**config.mk**
```make
export PLATFORM = sky130hd
export DESIGN_NAME = websocket_frame_deframer_core
export DESIGN_NICKNAME = d
export VERILOG_FILES = /design/src/sv/wsdf_pkg.sv /design/src/sv/websocket_frame_deframer_core.sv /design/src/sv/wsdf_parser.sv /design/src/sv/wsdf_out_buf.sv
export SDC_FILE = /design/constraint.sdc
export NUM_CORES = 1
export LEC_CHECK = 0
export ABC_CLOCK_PERIOD_IN_PS = 12150
export BUFFER_PORTS_ARGS = -buffer_cell sky130_fd_sc_hd__buf_4
export CORE_ASPECT_RATIO = 0.9
export CORE_MARGIN = 2
export CORE_UTILIZATION = 55
export CTS_BUF_LIST = sky130_fd_sc_hd__clkbuf_2
export DETAILED_ROUTE_END_ITERATION = 6
export PLACE_DENSITY_LB_ADDON = 0.2
export SETUP_SLACK_MARGIN = 0.1
export SYNTH_ARGS = -nofsm -noshare
export SYNTH_HDL_FRONTEND = slang
export SYNTH_SLANG_ARGS = --single-unit
```
**constraint.sdc**
```tcl
create_clock -name i_clk -period 12.15 [get_ports i_clk]
set_clock_uncertainty 0.05 [all_clocks]
set_input_delay 0.6075 -clock i_clk [delete_from_list [all_inputs] [get_ports i_clk]]
set_output_delay 0.6075 -clock i_clk [all_outputs]
set_load 0.005 [all_outputs]
```
**src/sv/wsdf_pkg.sv**
```systemverilog
`default_nettype none

package wsdf_pkg;

    // parser phase
    typedef enum logic [2:0] {
        PH_HDR0 = 3'd0,
        PH_HDR1 = 3'd1,
        PH_EXT  = 3'd2,
        PH_MASK = 3'd3,
        PH_DATA = 3'd4
    } t_phase;

    // opcodes that pass their payload on
    localparam logic [3:0] OP_TEXT  = 4'h1;
    localparam logic [3:0] OP_CLOSE = 4'h8;
    localparam logic [3:0] OP_PING  = 4'h9;
    localparam logic [3:0] OP_PONG  = 4'hA;

    // 7-bit length codes that call for an extended length
    localparam logic [6:0] LEN_EXT16 = 7'd126;
    localparam logic [6:0] LEN_EXT64 = 7'd127;

    localparam logic [3:0] EXT16_BYTES = 4'd2;
    localparam logic [3:0] EXT64_BYTES = 4'd8;
    localparam logic [3:0] MASK_BYTES  = 4'd4;

    localparam logic [15:0] MAX_PAYLOAD_RESET = 16'd2047;

    // register address decode (index is paddr[2])
    localparam logic REG_MAX_PAYLOAD = 1'b0;

    typedef struct packed {
        logic [7:0] data_byte;
        logic [3:0] frame_opcode_out;
        logic       has_data;
        logic       frame_last;
        logic       too_large;
        logic       closed;
    } t_result;

    function automatic logic passes(input logic [3:0] op);
        return (op == OP_TEXT) || (op == OP_CLOSE) || (op == OP_PING) || (op == OP_PONG);
    endfunction

endpackage

`default_nettype wire

```
**src/sv/websocket_frame_deframer_core.sv**
```systemverilog
`default_nettype none

// channel   signals                               transfer when
// -------   -----------------------------------   -------------------------------
// in        i_in_valid, o_in_ready, i_in_byte     i_in_valid && o_in_ready
// out       o_out_valid, i_out_ready, o_*         o_out_valid && i_out_ready
// cfg       psel, penable, pwrite, paddr, ...     psel && penable && pwrite
//
// one received byte per cycle while o_in_ready is high; the parser state loads
// at the transfer edge; a result loads the output register, or skid if busy
// a two-entry output buffer (output register plus skid) keeps o_in_ready
// high while one result waits, so stalls cost nothing until both are full
// synchronous active-low reset: parser waits for a header byte, link open,
// fault clear, max_payload back to 2047; no clearing pass

module websocket_frame_deframer_core
    import wsdf_pkg::*;
(
    input  wire logic        i_clk,
    input  wire logic        i_rst_n,

    // received byte stream
    input  wire logic        i_in_valid,
    output logic             o_in_ready,
    input  wire logic [7:0]  i_in_byte,

    // parsed results
    output logic             o_out_valid,
    input  wire logic        i_out_ready,
    output logic [7:0]       o_data_byte,
    output logic [3:0]       o_frame_opcode_out,
    output logic             o_has_data,
    output logic             o_frame_last,
    output logic             o_too_large,
    output logic             o_closed,

    // register port
    input  wire logic        psel,
    input  wire logic        penable,
    input  wire logic        pwrite,
    input  wire logic [2:0]  paddr,
    input  wire logic [31:0] pwdata,
    output logic [31:0]      prdata,
    output logic             pready
);

    logic [15:0] r_max_payload;
    logic        in_accept;
    logic        res_valid;
    t_result     res;
    t_result     out_res;
    logic        can_push;

    // register file: max_payload at byte offset 0
    assign pready = 1'b1;

    always_ff @(posedge i_clk) begin
        if (!i_rst_n) begin
            r_max_payload <= MAX_PAYLOAD_RESET;
        end else if (psel && penable && pwrite && (paddr[2] == REG_MAX_PAYLOAD)) begin
            r_max_payload <= pwdata[15:0];
        end
    end

    assign prdata = (paddr[2] == REG_MAX_PAYLOAD) ? {16'd0, r_max_payload} : 32'd0;

    // byte transfer
    assign o_in_ready = can_push;
    assign in_accept  = i_in_valid && can_push;

    wsdf_parser u_parser (
        .i_clk         (i_clk),
        .i_rst_n       (i_rst_n),
        .i_accept      (in_accept),
        .i_byte        (i_in_byte),
        .i_max_payload (r_max_payload),
        .o_res_valid   (res_valid),
        .o_res         (res)
    );

    wsdf_out_buf u_out_buf (
        .i_clk      (i_clk),
        .i_rst_n    (i_rst_n),
        .i_push     (res_valid),
        .i_res      (res),
        .o_can_push (can_push),
        .o_valid    (o_out_valid),
        .i_ready    (i_out_ready),
        .o_res      (out_res)
    );

    // result fields
    assign o_data_byte        = out_res.data_byte;
    assign o_frame_opcode_out = out_res.frame_opcode_out;
    assign o_has_data         = out_res.has_data;
    assign o_frame_last       = out_res.frame_last;
    assign o_too_large        = out_res.too_large;
    assign o_closed           = out_res.closed;

endmodule

`default_nettype wire

```
**src/sv/wsdf_parser.sv**
```systemverilog
`default_nettype none

module wsdf_parser
    import wsdf_pkg::*;
(
    input  wire logic        i_clk,
    input  wire logic        i_rst_n,
    input  wire logic        i_accept,
    input  wire logic [7:0]  i_byte,
    input  wire logic [15:0] i_max_payload,
    output logic             o_res_valid,
    output t_result          o_res
);

    t_phase      r_phase, n_phase;
    logic [3:0]  r_cur_opcode, n_cur_opcode;
    logic        r_mask_present, n_mask_present;
    logic [63:0] r_length_left, n_length_left;
    logic [3:0]  r_length_bytes_left, n_length_bytes_left;
    logic [31:0] r_mask_key, n_mask_key;
    logic [1:0]  r_mask_phase, n_mask_phase;
    logic        r_fault, n_fault;
    logic        r_link_open, n_link_open;

    logic        hd_done;
    logic [63:0] hd_len;
    logic [6:0]  l7;
    logic [63:0] ext_len;
    logic [7:0]  key_byte;
    logic        data_last;

    assign l7      = i_byte[6:0];
    assign ext_len = {r_length_left[55:0], i_byte};

    always_comb begin
        case (r_mask_phase)
            2'd0:    key_byte = r_mask_key[31:24];
            2'd1:    key_byte = r_mask_key[23:16];
            2'd2:    key_byte = r_mask_key[15:8];
            default: key_byte = r_mask_key[7:0];
        endcase
    end

    assign data_last = (r_length_left == 64'd1);

    always_comb begin
        n_phase             = r_phase;
        n_cur_opcode        = r_cur_opcode;
        n_mask_present      = r_mask_present;
        n_length_left       = r_length_left;
        n_length_bytes_left = r_length_bytes_left;
        n_mask_key          = r_mask_key;
        n_mask_phase        = r_mask_phase;
        n_fault             = r_fault;
        n_link_open         = r_link_open;
        hd_done             = 1'b0;
        hd_len              = 64'd0;
        o_res_valid         = 1'b0;
        o_res               = '0;
        o_res.frame_opcode_out = r_cur_opcode;

        if (i_accept && !r_fault && r_link_open) begin
            unique case (r_phase)
                PH_HDR0: begin
                    n_cur_opcode = i_byte[3:0];
                    n_phase      = PH_HDR1;
                end
                PH_HDR1: begin
                    n_mask_present = i_byte[7];
                    n_mask_key     = 32'd0;
                    n_length_left  = 64'd0;
                    if ((l7 == LEN_EXT16) || (l7 == LEN_EXT64)) begin
                        n_length_bytes_left = (l7 == LEN_EXT16) ? EXT16_BYTES : EXT64_BYTES;
                        n_phase             = PH_EXT;
                    end else begin
                        n_length_left = {57'd0, l7};
                        if (i_byte[7]) begin
                            n_length_bytes_left = MASK_BYTES;
                            n_phase             = PH_MASK;
                        end else begin
                            hd_done = 1'b1;
                            hd_len  = {57'd0, l7};
                        end
                    end
                end
                PH_EXT: begin
                    n_length_left       = ext_len;
                    n_length_bytes_left = r_length_bytes_left - 4'd1;
                    if (r_length_bytes_left == 4'd1) begin
                        if (r_mask_present) begin
                            n_length_bytes_left = MASK_BYTES;
                            n_phase             = PH_MASK;
                        end else begin
                            hd_done = 1'b1;
                            hd_len  = ext_len;
                        end
                    end
                end
                PH_MASK: begin
                    n_mask_key          = {r_mask_key[23:0], i_byte};
                    n_length_bytes_left = r_length_bytes_left - 4'd1;
                    if (r_length_bytes_left == 4'd1) begin
                        hd_done = 1'b1;
                        hd_len  = r_length_left;
                    end
                end
                PH_DATA: begin
                    n_mask_phase  = r_mask_phase + 2'd1;
                    n_length_left = r_length_left - 64'd1;
                    if (data_last) begin
                        n_phase = PH_HDR0;
                    end
                    if (passes(r_cur_opcode)) begin
                        o_res_valid      = 1'b1;
                        o_res.data_byte  = r_mask_present ? (i_byte ^ key_byte) : i_byte;
                        o_res.has_data   = 1'b1;
                        o_res.frame_last = data_last;
                        if (data_last && (r_cur_opcode == OP_CLOSE)) begin
                            n_link_open  = 1'b0;
                            o_res.closed = 1'b1;
                        end
                    end
                end
                default: begin
                    n_phase = PH_HDR0;
                end
            endcase

            // header complete: length check, empty frame or payload
            if (hd_done) begin
                n_mask_phase = 2'd0;
                if ((|hd_len[63:16]) || (hd_len[15:0] > i_max_payload)) begin
                    n_fault         = 1'b1;
                    n_phase         = PH_HDR0;
                    o_res_valid     = 1'b1;
                    o_res.too_large = 1'b1;
                end else if (hd_len == 64'd0) begin
                    n_phase = PH_HDR0;
                    if (passes(r_cur_opcode)) begin
                        o_res_valid      = 1'b1;
                        o_res.frame_last = 1'b1;
                        if (r_cur_opcode == OP_CLOSE) begin
                            n_link_open  = 1'b0;
                            o_res.closed = 1'b1;
                        end
                    end
                end else begin
                    n_phase = PH_DATA;
                end
            end
        end
    end

    always_ff @(posedge i_clk) begin
        if (!i_rst_n) begin
            r_phase             <= PH_HDR0;
            r_cur_opcode        <= 4'd0;
            r_mask_present      <= 1'b0;
            r_length_left       <= 64'd0;
            r_length_bytes_left <= 4'd0;
            r_mask_key          <= 32'd0;
            r_mask_phase        <= 2'd0;
            r_fault             <= 1'b0;
            r_link_open         <= 1'b1;
        end else begin
            r_phase             <= n_phase;
            r_cur_opcode        <= n_cur_opcode;
            r_mask_present      <= n_mask_present;
            r_length_left       <= n_length_left;
            r_length_bytes_left <= n_length_bytes_left;
            r_mask_key          <= n_mask_key;
            r_mask_phase        <= n_mask_phase;
            r_fault             <= n_fault;
            r_link_open         <= n_link_open;
        end
    end

endmodule

`default_nettype wire

```
**src/sv/wsdf_out_buf.sv**
```systemverilog
`default_nettype none

module wsdf_out_buf
    import wsdf_pkg::*;
(
    input  wire logic    i_clk,
    input  wire logic    i_rst_n,
    input  wire logic    i_push,
    input  wire t_result i_res,
    output logic         o_can_push,
    output logic         o_valid,
    input  wire logic    i_ready,
    output t_result      o_res
);

    logic    r_out_v, n_out_v;
    logic    r_skid_v, n_skid_v;
    t_result r_out, n_out;
    t_result r_skid, n_skid;

    assign o_can_push = !r_skid_v;
    assign o_valid    = r_out_v;
    assign o_res      = r_out;

    always_comb begin
        n_out_v  = r_out_v;
        n_skid_v = r_skid_v;
        n_out    = r_out;
        n_skid   = r_skid;
        if (!r_out_v || i_ready) begin
            if (r_skid_v) begin
                n_out    = r_skid;
                n_out_v  = 1'b1;
                n_skid_v = 1'b0;
            end else begin
                n_out   = i_res;
                n_out_v = i_push;
            end
        end else if (i_push) begin
            n_skid   = i_res;
            n_skid_v = 1'b1;
        end
    end

    always_ff @(posedge i_clk) begin
        if (!i_rst_n) begin
            r_out_v  <= 1'b0;
            r_skid_v <= 1'b0;
        end else begin
            r_out_v  <= n_out_v;
            r_skid_v <= n_skid_v;
        end
    end

    always_ff @(posedge i_clk) begin
        r_out  <= n_out;
        r_skid <= n_skid;
    end

endmodule

`default_nettype wire

```
After elaboration in Yosys (flattened, before gate mapping) --
Index checks and enable logic that the tools add are counted.
Storage, ports and cells: register bits 162, output and inout port bits 51, word-level logic and storage cells 158
Cells by class: add/subtract/negate cells 3, $lt $le $gt $ge 1, equality and inequality tests 20, muxes and demuxes 72, bitwise logic cells 4, reduce and logical (&&, ||, !) cells 34
Operator list (count):
- one-hot mux 64 bit (3 select lines) | 2
- two-way mux 64 bit | 5
- equality test 64 x 1 -> 1 bit, second input constant | 1
- zero test 64 bit | 1
- one-hot mux 32 bit (2 select lines) | 1
- subtractor 64 x 1 -> 64 bit, second input constant | 1
- OR reduction 48 bit | 1
- two-way mux 1 bit | 33
- two-way mux 16 bit | 2
- two-way mux 8 bit | 4
- two-way mux 3 bit | 9
- two-way mux 4 bit | 6
- one-hot mux 8 bit (3 select lines) | 1
- greater-than comparator 16 bit | 1
- one-hot mux 3 bit (5 select lines) | 1
- equality test 7 bit, second input constant | 2
- two-way mux 7 bit | 2
- equality test 4 bit, second input constant | 3
- one-hot mux 4 bit (3 select lines) | 1
- AND reduction 2 bit | 6
- inequality test 3 x 1 -> 1 bit, second input constant | 3
- equality test 4 x 1 -> 1 bit, second input constant | 2
- two-way mux 2 bit | 4
- bitwise XOR 8 bit | 1
- 22 further kinds | 41

Longest topological paths before layout --
Gate-level depths: netlist of run 1.
depth after elaboration 13, gate-level depth with buffers 17, mapped depth without buffers 14

Hierarchy --
Synthesis of run 1 repeated with hierarchy kept, for this count alone.
Unflattened totals: cell total of the unflattened synthesis 1175, area total of the unflattened synthesis 9555.4 um2
Modules (own cells, without submodules):
- wsdf_parser | times used 1, cells an instance 1009, area each 7300.8 um2, seq. area each 2242.2 um2
- wsdf_out_buf | times used 1, cells an instance 59, area each 1286.2 um2, seq. area each 1001.0 um2
- websocket_frame_deframer_core | times used 1, cells an instance 107, area each 968.4 um2, seq. area each 320.3 um2

Least setup slack after synthesis of run 1 --
No wires, ideal clock.
path type register to register, from reg u_parser.r_length_bytes_left[0], to reg u_out_buf.r_skid[0] (netlist name) (enable), library setup time 0.394 ns, arrival 4.142 ns, required time 11.706 ns, setup slack 7.563 ns, stages on the path, launching flop included 17, period minus slack after synthesis 4.587 ns, cell sequence dfxtp_1 > ha_1 > or3b_2 > clkbuf_1 > nor4_1 > clkbuf_1 > or2_2 > clkbuf_1 > a22o_1 > ha_1 > nand4_1 > nor4_1 > o21ai_0 > o211ai_1 > a222oi_1 > a21o_1 > a21oi_1
Between the ends: cells in the longest elaborated chain, start to end 10, elaborated cells between the ends (all ways) 18
RTL lines:
- start, declared | line wsdf_parser.sv:19 | logic [3:0] r_length_bytes_left, n_length_bytes_left;
- start signal, assigned | line wsdf_parser.sv:170 | r_length_bytes_left <= n_length_bytes_left;
- equality test 4 x 1 -> 1 bit * | line wsdf_parser.sv:89, wsdf_parser.sv:102
- two-way mux 64 bit (on tied branches) | line wsdf_parser.sv:102, wsdf_parser.sv:89
- one-hot mux 64 bit (3 select lines) | line wsdf_parser.sv:63 | unique case (r_phase)
- two-way mux 64 bit | line wsdf_parser.sv:62 | if (i_accept && !r_fault && r_link_open) begin
- greater-than comparator 16 bit (tied with other cells) | line wsdf_parser.sv:132 | if ((|hd_len[63:16]) || (hd_len[15:0] > i_max_payload)) begin
- logical OR 1 bit / two-way mux 1 bit (equally long branches) | line wsdf_parser.sv:132, wsdf_parser.sv:137
- two-way mux 1 bit | line wsdf_parser.sv:132
- two-way mux 1 bit * | line wsdf_parser.sv:130 | if (hd_done) begin
- two-way mux 1 bit * | line wsdf_parser.sv:62
- AND reduction 2 bit (no source line) *
- end signal, assigned | line wsdf_out_buf.sv:57 | r_skid <= n_skid;
- end, declared | line wsdf_out_buf.sv:19 | t_result r_skid, n_skid;
Mark *: on every way between the ends. The rest lies on a longest branch, timed or not. The select of a mux whose other input is x is not followed. A chain may end at the register's enable or synchronous reset.

Worst setup path in the final report of run 1 --
from reg u_parser.r_phase[0], to reg u_out_buf.r_skid[5] (netlist name) (enable)
Between the ends: cells in the longest elaborated chain, start to end 9, elaborated cells between the ends (all ways) 19
RTL lines:
- start, declared | line wsdf_parser.sv:15 | t_phase r_phase, n_phase;
- start signal, assigned | line wsdf_parser.sv:166 | r_phase <= n_phase;
- equality test 3 x 2 -> 1 bit / equality test 3 x 1 -> 1 bit (equally long branches) | line wsdf_parser.sv:63
- one-hot mux 64 bit (3 select lines) | line wsdf_parser.sv:63
- two-way mux 64 bit | line wsdf_parser.sv:62
- greater-than comparator 16 bit (tied with other cells) | line wsdf_parser.sv:132
- logical OR 1 bit / two-way mux 1 bit (equally long branches) | line wsdf_parser.sv:132, wsdf_parser.sv:137
- two-way mux 1 bit | line wsdf_parser.sv:132
- two-way mux 1 bit * | line wsdf_parser.sv:130
- two-way mux 1 bit * | line wsdf_parser.sv:62
- AND reduction 2 bit (no source line) *
Marked as above.

==> flow_summary.json, run 1 <==
{
  "fmax_mhz": 218.6,
  "wl_met1_um": 11070,
  "end_kind": "register",
  "min_from": "i_in_byte[2]",
  "crit_fanout": 24,
  "instances_no_fill": 1393,
  "cp.arrival_ns": 5.09,
  "p_sw_w": 0.0003769,
  "maxSlewHeadroom_pct": 24.56,
  "insertion_delay_ns": 0.78,
  "met3_length_um": 2279,
  "ctsRootBufferMaster": "clkbuf_2",
  "cpMostUsedCell": "a21oi_1",
  "p_clk_share_pct": 28.8,
  "portBuffers": 65,
  "fin_util_pct": 61.57,
  "switching_share_pct": 35.24,
  "h-tree-depth": 4,
  "cts_tree": "built",
  "path_cells": "or4b_2, a21oi_1, or2_2, a22o_1, ha_1, a21oi_1, o21ai_0, a211oi_1, o211ai_1, a222oi_1, a21o_1, a21oi_1, buf_4",
  "cp_num_cells": 13,
  "drtIter0Drc": 846,
  "final_cell_mix": "149 x nand2_1, 130 x dfxtp_1, 109 x nor2_1",
  "cp_top_family": "compound AO/OA/AOI/OAI gates",
  "wl_met2_um": 10970,
  "slew_violations": 0,
  "p_per_area_mw_per_mm2": 107.7,
  "numCtsBuffers": 17,
  "ir_worst_vdd_v": 0.00007203,
  "worstHoldPathType": "in2reg",
  "pwr-share-seq_pct": 53.2,
  "row_count": 44,
  "r2r_end": "u_out_buf.r_skid[5]",
  "critical-path-max-stage-delay_ns": 0.89,
  "ys_types": 70,
  "ios": 101,
  "rsz0062_at_grt": "no",
  "maxUsedRoutingLayer": "met4",
  "wl_um": 24970,
  "die_w_um": 139.4,
  "whs_ns": 0.07004,
  "start_util_pct": 56.24,
  "hold_viol_final": 0,
  "dr.pass1.iters": 6,
  "hpwl_um": 15950,
  "grt_pass1_wl_um": 40500,
  "syn_inst": 1153,
  "dp.cells": 1341,
  "holdPathStages": 3,
  "drc": 0,
  "clk_pin_slew_ns": 0.29,
  "setup.worst_path.class": "reg2reg",
  "antenna_left": 0,
  "finalSetupTns_ns": 0,
  "min_period_ns": 4.574,
  "r2r_start": "u_parser.r_phase[0]",
  "multi_input_area_sq_mm": 0.004981,
  "vias": 8791,
  "cts-resized-gates": 0,
  "p_int_w": 0.0006926,
  "wl_per_cell_um": 17.92,
  "regArea_sq_mm": 0.003563,
  "syn_to_final_growth_pct": 9.461,
  "nFillCells": 1461,
  "grt_pass1_vias": 7795,
  "comb_power_share_pct": 18.0,
  "syn_area_sq_mm": 0.009072,
  "yosysWarnings": 0,
  "synth_seq_area_share_pct": 39.28,
  "drv_cap": 0,
  "antenna_found_initial": 1,
  "cp-start-kind": "register",
  "syn_avg_cell_area_sq_um": 7.869,
  "clk_path_buf_depth": 2,
  "drive_gt1_share_pct": 10.64,
  "fin_nets": 1245,
  "grt_usage_pct": 28.00,
  "hold_end": "u_parser.r_mask_key[2]",
  "synth_seq_cells": 162,
  "status": "finished clean",
  "rr_worst_depth": 13,
  "synth-main-ff-cell": "dfxtp_1",
  "rrSetupSlack_ns": 7.58,
  "cp_num_buf_inv": 1,
  "grt_overflow": 0,
  "grt_max_degree": 89,
  "worstMarginPinSlew_ns": 1.129,
  "cp.required_ns": 12.67,
  "setup_viol": 0,
  "cp_slowest_cell": "dfxtp_1",
  "gp_congestion": 0.8871,
  "fin_crit_sh_pct": 37.65,
  "post_drt_via_cell_ratio": 6.311,
  "async_flop_share_pct": 0,
  "mostFrequentLayoutCell": "nand2_1",
  "die_h_um": 125.8,
  "die_area_sq_mm": 0.01754,
  "p_leak_nw": 3.918,
  "synth_edf_count": 32,
  "core_area_sq_mm": 0.01613,
  "cts.sinks": 162
}
[kinds of logic (layout without fill, tap and decap cells)]
group / count (synthesis) / after routing / share of synthesized area [%]
compound gates: 335 / 335 / 23.75
xor+xnor: 12 / 12 / 1.158
fa+ha+maj: 24 / 24 / 3.310
buf+inv: 141 / 157 / 6.578
flops: 162 / 162 / 39.28
mux: 14 / 14 / 1.627
other cells: 2 / 19 / 0.08278
simple gates: 463 / 463 / 24.22
[routing by layer]
metal | global-route usage (%) | vias up
met5 | 0 | -
met4 | 9.745 | 0
met3 | 5.399 | 60
met2 | 42.16 | 454
met1 | 40.36 | 4070
li1 | - | 4207
[power by group through the flow]
stage                     Combinational, W  Sequential (W)  Clock (W)
final                             0.000192        0.000569   0.000308
after global routing              0.000209        0.000571   0.000339
after CTS                         0.000188        0.000569   0.000315
after detailed placement          0.000182        0.000579          0
after global placement            0.000181        0.000578          0
after floorplan                   0.000136        0.000573          0
[worst max path at each step]
stage,from,end
finish,u_parser.r_phase[0],u_out_buf.r_skid[5]
global route,u_parser.r_phase[0],u_out_buf.r_skid[10]
CTS,u_parser.r_phase[0],u_out_buf.r_skid[5]
detailed placement,u_parser.r_phase[0],u_out_buf.r_skid[12]
global placement,u_parser.r_phase[0],u_out_buf.r_skid[9]
floorplan,u_parser.r_length_bytes_left[0],u_out_buf.r_skid[0]
[worst register-to-register path, cell delays in order (launching register included)]
cell      delay, ns
dfxtp_1        0.89
or4b_2         0.65
a21oi_1        0.23
or2_2          0.23
a22o_1         0.14
ha_1           0.23
a21oi_1        0.15
o21ai_0        0.08
a211oi_1       0.34
o211ai_1       0.16
a222oi_1       0.57
a21o_1         0.25
a21oi_1        0.14
buf_4          0.27
[cells in the mapped netlist, types with 4 or more instances]
| master | count | area, sq um |
|---|---|---|
| o311ai_0 | 4 | 35.03 |
| clkbuf_1 | 86 | 322.8 |
| a32o_1 | 6 | 60.06 |
| and3_1 | 12 | 75.07 |
| and4_1 | 5 | 43.79 |
| a222oi_1 | 9 | 90.09 |
| a32oi_1 | 6 | 52.55 |
| o21ai_0 | 80 | 400.4 |
| nand2_1 | 149 | 559.3 |
| xor2_1 | 7 | 61.31 |
| buf_1 | 4 | 15.01 |
| mux2i_1 | 8 | 80.08 |
| nand4_1 | 12 | 75.07 |
| or4_1 | 11 | 82.58 |
| o22ai_1 | 10 | 62.56 |
| a31oi_1 | 13 | 81.33 |
| ha_1 | 24 | 300.3 |
| a22oi_1 | 17 | 127.6 |
| and2_1 | 9 | 56.30 |
| a211oi_1 | 6 | 45.04 |
| nor2b_1 | 7 | 43.79 |
| edfxtp_1 | 32 | 960.9 |
| nand3_1 | 56 | 280.3 |
| buf_4 | 17 | 127.6 |
| dfxtp_1 | 130 | 2603 |
| o211ai_1 | 11 | 82.58 |
| nor4_1 | 18 | 112.6 |
| o21a_1 | 9 | 67.56 |
| or3_1 | 13 | 81.33 |
| a21oi_1 | 100 | 500.5 |
| inv_1 | 30 | 112.6 |
| a21o_1 | 13 | 97.59 |
| xnor2_1 | 5 | 43.79 |
| nor3_1 | 36 | 180.2 |
| o31ai_1 | 6 | 45.04 |
| a22o_1 | 17 | 148.9 |
| nor2_1 | 110 | 412.9 |
| nand2b_1 | 7 | 43.79 |
| mux2_2 | 6 | 67.56 |
[sequential cells by signal, indices dropped and copies added, names as in the netlist, 2 cells and up]
name,flops
u_parser.r_cur_opcode,4
u_parser.r_length_left,64
u_parser.r_mask_key,32
u_parser.r_mask_phase,2
u_parser.r_length_bytes_left,4
u_parser.r_phase,3
r_max_payload,16
u_out_buf.r_skid,16
u_out_buf.o_res,16
[cell type report]
cell class,count,share of cell area [%]
multi-input combinational,865,50.16
tap,207,2.608
timing repair buffer,94,7.560
inverter,31,1.172
clock buffer,17,0.8567
clock inverter,15,1.713
sequential,162,35.88
antenna,2,0.05040
[through the flow]
step / setup WS (ns) / power, W / cell area, sq um
floorplan: 7.563 / 0.0007088 / 9129
global placement: 7.721 / 0.0007591 / 9490
detailed placement: 7.667 / 0.0007609 / 9490
CTS: 7.616 / 0.001072 / 9916
global route: 7.332 / 0.001120 / 9931
finish: 7.576 / 0.001069 / 9931
[timing repair]
item                                   4_1_cts  5_1_grt
hold buffers                                17        1
endpoints found under the hold margin       17        1
setup buffers                                0        0
(Power assumes the default switching activity.)
==> run 2, diff against run 1 <==
--- a/config.mk
+++ b/config.mk
@@ -5,7 +5,8 @@
 export SDC_FILE = /design/constraint.sdc
 export NUM_CORES = 1
 export LEC_CHECK = 0
-export ABC_CLOCK_PERIOD_IN_PS = 12150
+export ABC_AREA = 1
+export ABC_CLOCK_PERIOD_IN_PS = 4600
 export BUFFER_PORTS_ARGS = -buffer_cell sky130_fd_sc_hd__buf_4
 export CORE_ASPECT_RATIO = 0.9
 export CORE_MARGIN = 2
==> constraint.sdc (replaced) <==
create_clock -name i_clk -period 4.6 [get_ports i_clk]
set_clock_uncertainty 0.05 [all_clocks]
set_input_delay 0.23 -clock i_clk [delete_from_list [all_inputs] [get_ports i_clk]]
set_output_delay 0.23 -clock i_clk [all_outputs]
set_load 0.005 [all_outputs]
==> run 2 against run 1 <==
Synthesized cell count is 33% higher; hold slack better by 0.080 ns; critical path type unchanged; area after synthesis up 11%; sequential power rose to 3.3 times the previous value; final area rose by 13%; critical path depth rose by 6; setup slack worse by 6.7 ns.
==> flow_summary.json, run 2 <==
{
  "crit_fanout": 16,
  "h-tree-depth": 4,
  "portBuffers": 65,
  "hold_viol_final": 0,
  "cp.required_ns": 4.95,
  "holdPathStages": 4,
  "pwr-share-seq_pct": 38.5,
  "rr_worst_depth": 19,
  "wl_per_cell_um": 15.31,
  "synth.most_common_cell": "nand2_1",
  "synth_area_leaders": "dfxtp_1 26%, nand2_1 11%, edfxtp_1 9.6%",
  "clk_path_buf_depth": 2,
  "clk_pin_slew_ns": 0.25,
  "setup_viol": 0,
  "dp.cells": 1780,
  "drv_cap": 0,
  "cts_tree": "built",
  "core_area_sq_mm": 0.01773,
  "cts_setup_buffers": 0,
  "synth.largest_area_cell": "dfxtp_1",
  "rrSetupSlack_ns": 0.85,
  "met3_length_um": 2884,
  "nFillCells": 1711,
  "post_drt_via_cell_ratio": 5.603,
  "synthTopCellsByCount": "303 x nand2_1, 222 x nor2_1, 182 x a21oi_1, 182 x inv_1, 130 x dfxtp_1",
  "die_w_um": 146.4,
  "cts.sinks": 162,
  "fin_crit_sh_pct": 81.58,
  "slew_violations": 0,
  "synth_seq_cells": 162,
  "ys_types": 48,
  "start_util_pct": 56.63,
  "wl_met2_um": 11960,
  "grt_pass1_vias": 9072,
  "p_clk_share_pct": 15.6,
  "drive_gt1_share_pct": 9.108,
  "hpwl_um": 19380,
  "row_count": 46,
  "worstHoldPathType": "in2reg",
  "async_flop_share_pct": 0,
  "setup.worst_path.class": "reg2reg",
  "final_cell_mix": "303 x nand2_1, 221 x nor2_1, 182 x a21oi_1",
  "synth_top_cell_area_share_pct": 25.93,
  "syn_to_final_growth_pct": 11.57,
  "dr.pass1.iters": 7,
  "grt_usage_pct": 28.78,
  "p_leak_nw": 4.941,
  "comb_power_share_pct": 45.9,
  "antenna_found_initial": 1,
  "drtIter0Drc": 1196,
  "vias": 10400,
  "mostFrequentLayoutCell": "nand2_1",
  "r2r_start": "u_parser.r_length_bytes_left[1]",
  "insertion_delay_ns": 0.76,
  "wl_met1_um": 13200,
  "whs_ns": 0.1505,
  "min_period_ns": 3.753,
  "instances_no_fill": 1856,
  "fin_nets": 1675,
  "ios": 101,
  "maxUsedRoutingLayer": "met4",
  "switching_share_pct": 48.11,
  "p_int_w": 0.002523,
  "synth_seq_area_share_pct": 35.50,
  "numCtsBuffers": 17,
  "min_from": "i_out_ready",
  "drc": 0,
  "status": "finished clean",
  "syn_inst": 1535,
  "finalPower_w": 0.004861,
  "largest_reg_flops": 64,
  "worstMarginPinSlew_ns": 1.232,
  "ir_worst_vdd_v": 0.0001808,
  "syn_area_sq_mm": 0.01004,
  "ctsRootBufferMaster": "clkbuf_2",
  "grt_pass1_wl_um": 45650,
  "rsz0062_at_grt": "no",
  "syn_avg_cell_area_sq_um": 6.540,
  "finalSetupTns_ns": 0,
  "grt_max_degree": 77,
  "wl_um": 28410,
  "p_sw_w": 0.002339,
  "end_kind": "register",
  "top_regs": "u_parser.r_length_left (64), u_parser.r_mask_key (32)",
  "fmax_mhz": 266.5,
  "p_per_area_mw_per_mm2": 434.1,
  "antenna_left": 0,
  "maxSlewHeadroom_pct": 17.75,
  "die_area_sq_mm": 0.01935,
  "die_h_um": 132.2,
  "top_register": "u_parser.r_length_left",
  "cp.arrival_ns": 4.10,
  "cts_hold_buf": 42,
  "gp_congestion": 0.9384,
  "cts-resized-gates": 0,
  "yosysWarnings": 0,
  "r2r_end": "u_out_buf.r_skid[5]",
  "synth-main-ff-cell": "dfxtp_1",
  "hold_end": "u_out_buf.r_skid[4]",
  "grt_overflow": 0,
  "synth_edf_count": 32,
  "cp-start-kind": "register"
}
## run 2: changes by cell type after synthesis, sizes merged, moves of 14 or more
cell    change
nand2     +161
inv       +158
nor2      +129
a21oi      +83
clkbuf     -44
nand3      +37
o21ai      +30
a22o       -17
a22oi      -17
a221oi     +15
buf        +15
or3        -14
## run 2: layout make-up
type / instances / area [sq um] / share of cell area [%]
Multi-Input combinational cell: 1117 / 5444 / 48.61
Sequential cell: 162 / 3563 / 31.82
Timing Repair Buffer: 113 / 953.4 / 8.513
Inverter: 190 / 713.2 / 6.368
Tap cell: 240 / 300.3 / 2.681
Clock inverter: 14 / 130.1 / 1.162
Clock buffer: 18 / 90.09 / 0.8044
Antenna cell: 2 / 5.005 / 0.04469
## run 2: worst max-delay path, cell delays in order (launching register included)
cell and delay, ns:
dfxtp_1 0.36, inv_1 0.07, ha_1 0.30, nand3b_1 0.42, inv_1 0.21, a21oi_1 0.26, inv_1 0.07, ha_1 0.29
nand2_1 0.05, inv_1 0.04, o21ai_0 0.06, a21oi_1 0.12, nor2_1 0.06, nand2_1 0.06, nand2_1 0.06, nand2_1 0.09
nand2_1 0.12, nand3_1 0.12, nand2_1 0.05, inv_1 0.52
## run 2: kinds of logic after synthesis
family,after synthesis,synth area share [%]
simple gates,718,30.69
fa+ha+maj,24,2.991
other cells,2,0.07481
buf+inv,271,11.07
flops,162,35.50
xor+xnor,2,0.1745
compound gates,356,19.51
## run 2: worst max path at each step
| stage | slack [ns] | to | start |
|---|---|---|---|
| 2_1_floorplan | 1.64 | u_out_buf.r_skid[0] | u_parser.r_length_bytes_left[1] |
| 3_3_place_gp | 0.99 | u_out_buf.r_skid[8] | u_parser.r_length_bytes_left[1] |
| 3_5_place_dp | 0.94 | u_out_buf.r_skid[9] | u_parser.r_length_bytes_left[1] |
| 4_1_cts | 0.91 | u_out_buf.r_skid[5] | u_parser.r_length_bytes_left[1] |
| 5_1_grt | 0.44 | u_out_buf.r_skid[5] | u_parser.r_length_bytes_left[1] |
| 6_report | 0.85 | u_out_buf.r_skid[5] | u_parser.r_length_bytes_left[1] |
## run 2: power groups by stage
stage	clock network [W]	registers [W]	logic (W)
after floorplan	0	0.00180	0.00166
after global placement	0	0.00188	0.00211
after detailed placement	0	0.00189	0.00215
after CTS	0.000771	0.00186	0.00218
after global routing	0.000828	0.00190	0.00250
final	0.000757	0.00187	0.00223
## run 2: routing by layer
| layer | vias up | track usage, % |
|---|---|---|
| li1 | 5178 | - |
| met1 | 4718 | 42.96 |
| met2 | 471 | 41.75 |
| met3 | 32 | 7.059 |
| met4 | 0 | 6.904 |
| met5 | - | 0 |
## run 2: stage by stage
stage | cell area [sq um] | util (%) | worst slack (ns)
finish | 11200 | 63.18 | 0.8473
global route | 11200 | 63.18 | 0.4404
CTS | 11190 | 63.15 | 0.9051
detailed placement | 10550 | 59.54 | 0.9413
global placement | 10550 | 59.54 | 0.9948
floorplan | 10090 | - | 1.640
==> run 3, diff against run 2 <==
--- a/config.mk
+++ b/config.mk
@@ -5,8 +5,8 @@
 export SDC_FILE = /design/constraint.sdc
 export NUM_CORES = 1
 export LEC_CHECK = 0
-export ABC_AREA = 1
-export ABC_CLOCK_PERIOD_IN_PS = 4600
+export ABC_AREA = 0
+export ABC_CLOCK_PERIOD_IN_PS = 3630
 export BUFFER_PORTS_ARGS = -buffer_cell sky130_fd_sc_hd__buf_4
 export CORE_ASPECT_RATIO = 0.9
 export CORE_MARGIN = 2
==> constraint.sdc (replaced) <==
create_clock -name i_clk -period 3.63 [get_ports i_clk]
set_clock_uncertainty 0.05 [all_clocks]
set_input_delay 0.1815 -clock i_clk [delete_from_list [all_inputs] [get_ports i_clk]]
set_output_delay 0.1815 -clock i_clk [all_outputs]
set_load 0.005 [all_outputs]
==> run 3 against run 2 <==
The flow now finishes with violations (setup timing); via count decreased by 11%; final area is 3.4% lower; hold slack gained 0.0055 ns; sequential power about the same; flip-flop and latch count stayed put; critical endpoint is now u_out_buf.r_skid[2]; highest routed layer unchanged.
==> flow_summary.json, run 3 (same netlist as run 1, synthesis figures left out) <==
{
  "regArea_sq_mm": 0.003570,
  "end_kind": "register",
  "ir_worst_vdd_v": 0.0002658,
  "p_sw_w": 0.001338,
  "hold_viol_final": 0,
  "insertion_delay_ns": 0.83,
  "grt_overflow": 0,
  "grt_pass1_vias": 8423,
  "die_w_um": 139.4,
  "start_util_pct": 56.24,
  "min_period_ns": 3.638,
  "core_area_sq_mm": 0.01613,
  "violations": "setup timing",
  "setup.worst_path.class": "reg2reg",
  "hold_end": "u_parser.r_mask_key[4]",
  "p_leak_nw": 4.316,
  "dr.pass1.iters": 6,
  "final_cell_mix": "148 x nand2_1, 127 x dfxtp_1, 122 x buf_4",
  "die_area_sq_mm": 0.01754,
  "fin_nets": 1322,
  "comb_power_share_pct": 20.0,
  "post_drt_via_cell_ratio": 6.305,
  "switching_share_pct": 35.86,
  "wl_um": 26800,
  "hpwl_um": 16870,
  "min_from": "i_in_byte[4]",
  "fin_area_sq_mm": 0.01082,
  "holdPathStages": 4,
  "multi_input_area_sq_mm": 0.005142,
  "p_int_w": 0.002393,
  "drtIter0Drc": 1142,
  "syn_to_final_growth_pct": 19.21,
  "fmax_mhz": 274.9,
  "worstMarginPinSlew_ns": 0.9454,
  "setup_viol": 5,
  "drc": 0,
  "numCtsBuffers": 17,
  "antenna_found_initial": 1,
  "crit_fanout": 8,
  "cp.arrival_ns": 4.19,
  "mostFrequentLayoutCell": "nand2_1",
  "nFillCells": 1294,
  "grt_max_degree": 58,
  "drv_cap": 0,
  "crit_start": "u_parser.r_length_bytes_left[1]",
  "rsz0062_at_grt": "yes",
  "p_per_area_mw_per_mm2": 345.0,
  "fin_crit_sh_pct": 100.2,
  "rr_worst_depth": 16,
  "clk_path_buf_depth": 2,
  "gp_congestion": 0.8866,
  "grt_usage_pct": 29.83,
  "top_regs": "u_parser.r_length_left (64), u_parser.r_mask_key (32)",
  "grt_pass1_wl_um": 43050,
  "cts.sinks": 162,
  "r2r_end": "u_out_buf.r_skid[2]",
  "cp.required_ns": 4.19,
  "setup_ws_ns": -0.008253,
  "cp-start-kind": "register",
  "h-tree-depth": 4,
  "vias": 9262,
  "rrSetupSlack_ns": -0.008,
  "whs_ns": 0.1561,
  "antenna_left": 0,
  "ios": 101,
  "pwr-share-seq_pct": 50.8,
  "largest_reg_flops": 64,
  "r2r_start": "u_parser.r_length_bytes_left[1]",
  "maxSlewHeadroom_pct": 36.97,
  "wl_per_cell_um": 18.24,
  "drive_gt1_share_pct": 16.26,
  "portBuffers": 65,
  "ctsRootBufferMaster": "clkbuf_2",
  "slew_violations": 0,
  "worstHoldPathType": "in2reg",
  "cts_tree": "built",
  "finalPower_w": 0.003731,
  "clk_pin_slew_ns": 0.32,
  "dpl_cell_area_sq_mm": 0.009879,
  "p_clk_share_pct": 29.2,
  "row_count": 44,
  "die_h_um": 125.8,
  "top_register": "u_parser.r_length_left",
  "status": "complete, but fails checks"
}
run 3: changes by cell type in the layout (fill, tap and decap cells not counted), moves of 31 or more:
cell,change
buf_4,+51
o21ai_0,-31
a21oi_1,-87
nand2_1,-155
inv_1,-152
nor2_1,-113
nand3_1,-39
run 3: worst max path at each step:
stage | slack (ns) | to
6_report | -0.008 | u_out_buf.r_skid[2]
5_1_grt | -0.11 | u_out_buf.r_skid[2]
4_1_cts | 0.04 | u_out_buf.r_skid[0]
3_5_place_dp | -0.10 | u_out_buf.r_skid[9]
3_3_place_gp | -0.02 | u_out_buf.r_skid[11]
2_1_floorplan | -0.14 | u_out_buf.r_skid[0]
run 3: worst max-delay path, cell delays in order, from the launching register on:
cell,delay [ns]
dfxtp_2,0.40
inv_2,0.07
ha_4,0.12
or3b_4,0.39
nor4_4,0.21
or2_4,0.21
a22o_1,0.18
ha_4,0.14
nand4_1,0.16
nor4_4,0.29
o21ai_1,0.11
o211ai_1,0.13
a222oi_1,0.14
buf_4,0.16
a21o_1,0.21
a21oi_4,0.27
buf_12,0.17
run 3: routing by layer:
| metal | up-vias | routed length [um] | share of wire [%] | global-route usage [%] |
|---|---|---|---|---|
| met3 | 61 | 2121 | 7.9 | 5.741 |
| li1 | 4363 | - | - | - |
| met2 | 469 | 11980 | 45 | 45.76 |
| met1 | 4369 | 12000 | 45 | 41.75 |
| met5 | - | 0 | 0 | 0 |
| met4 | 0 | 700 | 2.6 | 11.76 |
run 3: metrics by stage:
step	utilization (%)	cells	setup WS, ns	setup TNS, ns
2_1_floorplan	-	1168	-0.1378	-2.206
3_3_place_gp	61.25	1383	-0.01901	-0.2816
3_5_place_dp	61.25	1383	-0.1032	-1.613
4_1_cts	66.29	1463	0.03729	0
5_1_grt	67.05	1469	-0.1136	-1.505
6_report	67.05	1469	-0.008253	-0.03753
run 3: repair_timing:
item,4_1_cts,5_1_grt
buffers inserted,6,6
cloned,1,0
resized for setup,13,17
hold buffers,42,0
endpoints found under the setup margin,19,25
endpoints found under the hold margin,81,0
pin swaps,11,11
run 3: cell type report:
type	count	area share [%]
Timing Repair Buffer	171	13.40
Clock inverter	15	1.770
Tap cell	207	2.395
Inverter	31	1.076
Multi-Input combinational cell	865	47.55
Sequential cell	162	33.01
Clock buffer	17	0.7867
Antenna cell	1	0.02314
run 3: power groups by stage:
stage	Sequential, W	Combinational, W	Clock, W
floorplan	0.00192	0.000461	0
global placement	0.00193	0.000674	0
detailed placement	0.00193	0.000679	0
CTS	0.00189	0.000718	0.00109
global route	0.00190	0.000810	0.00117
finish	0.00190	0.000745	0.00109
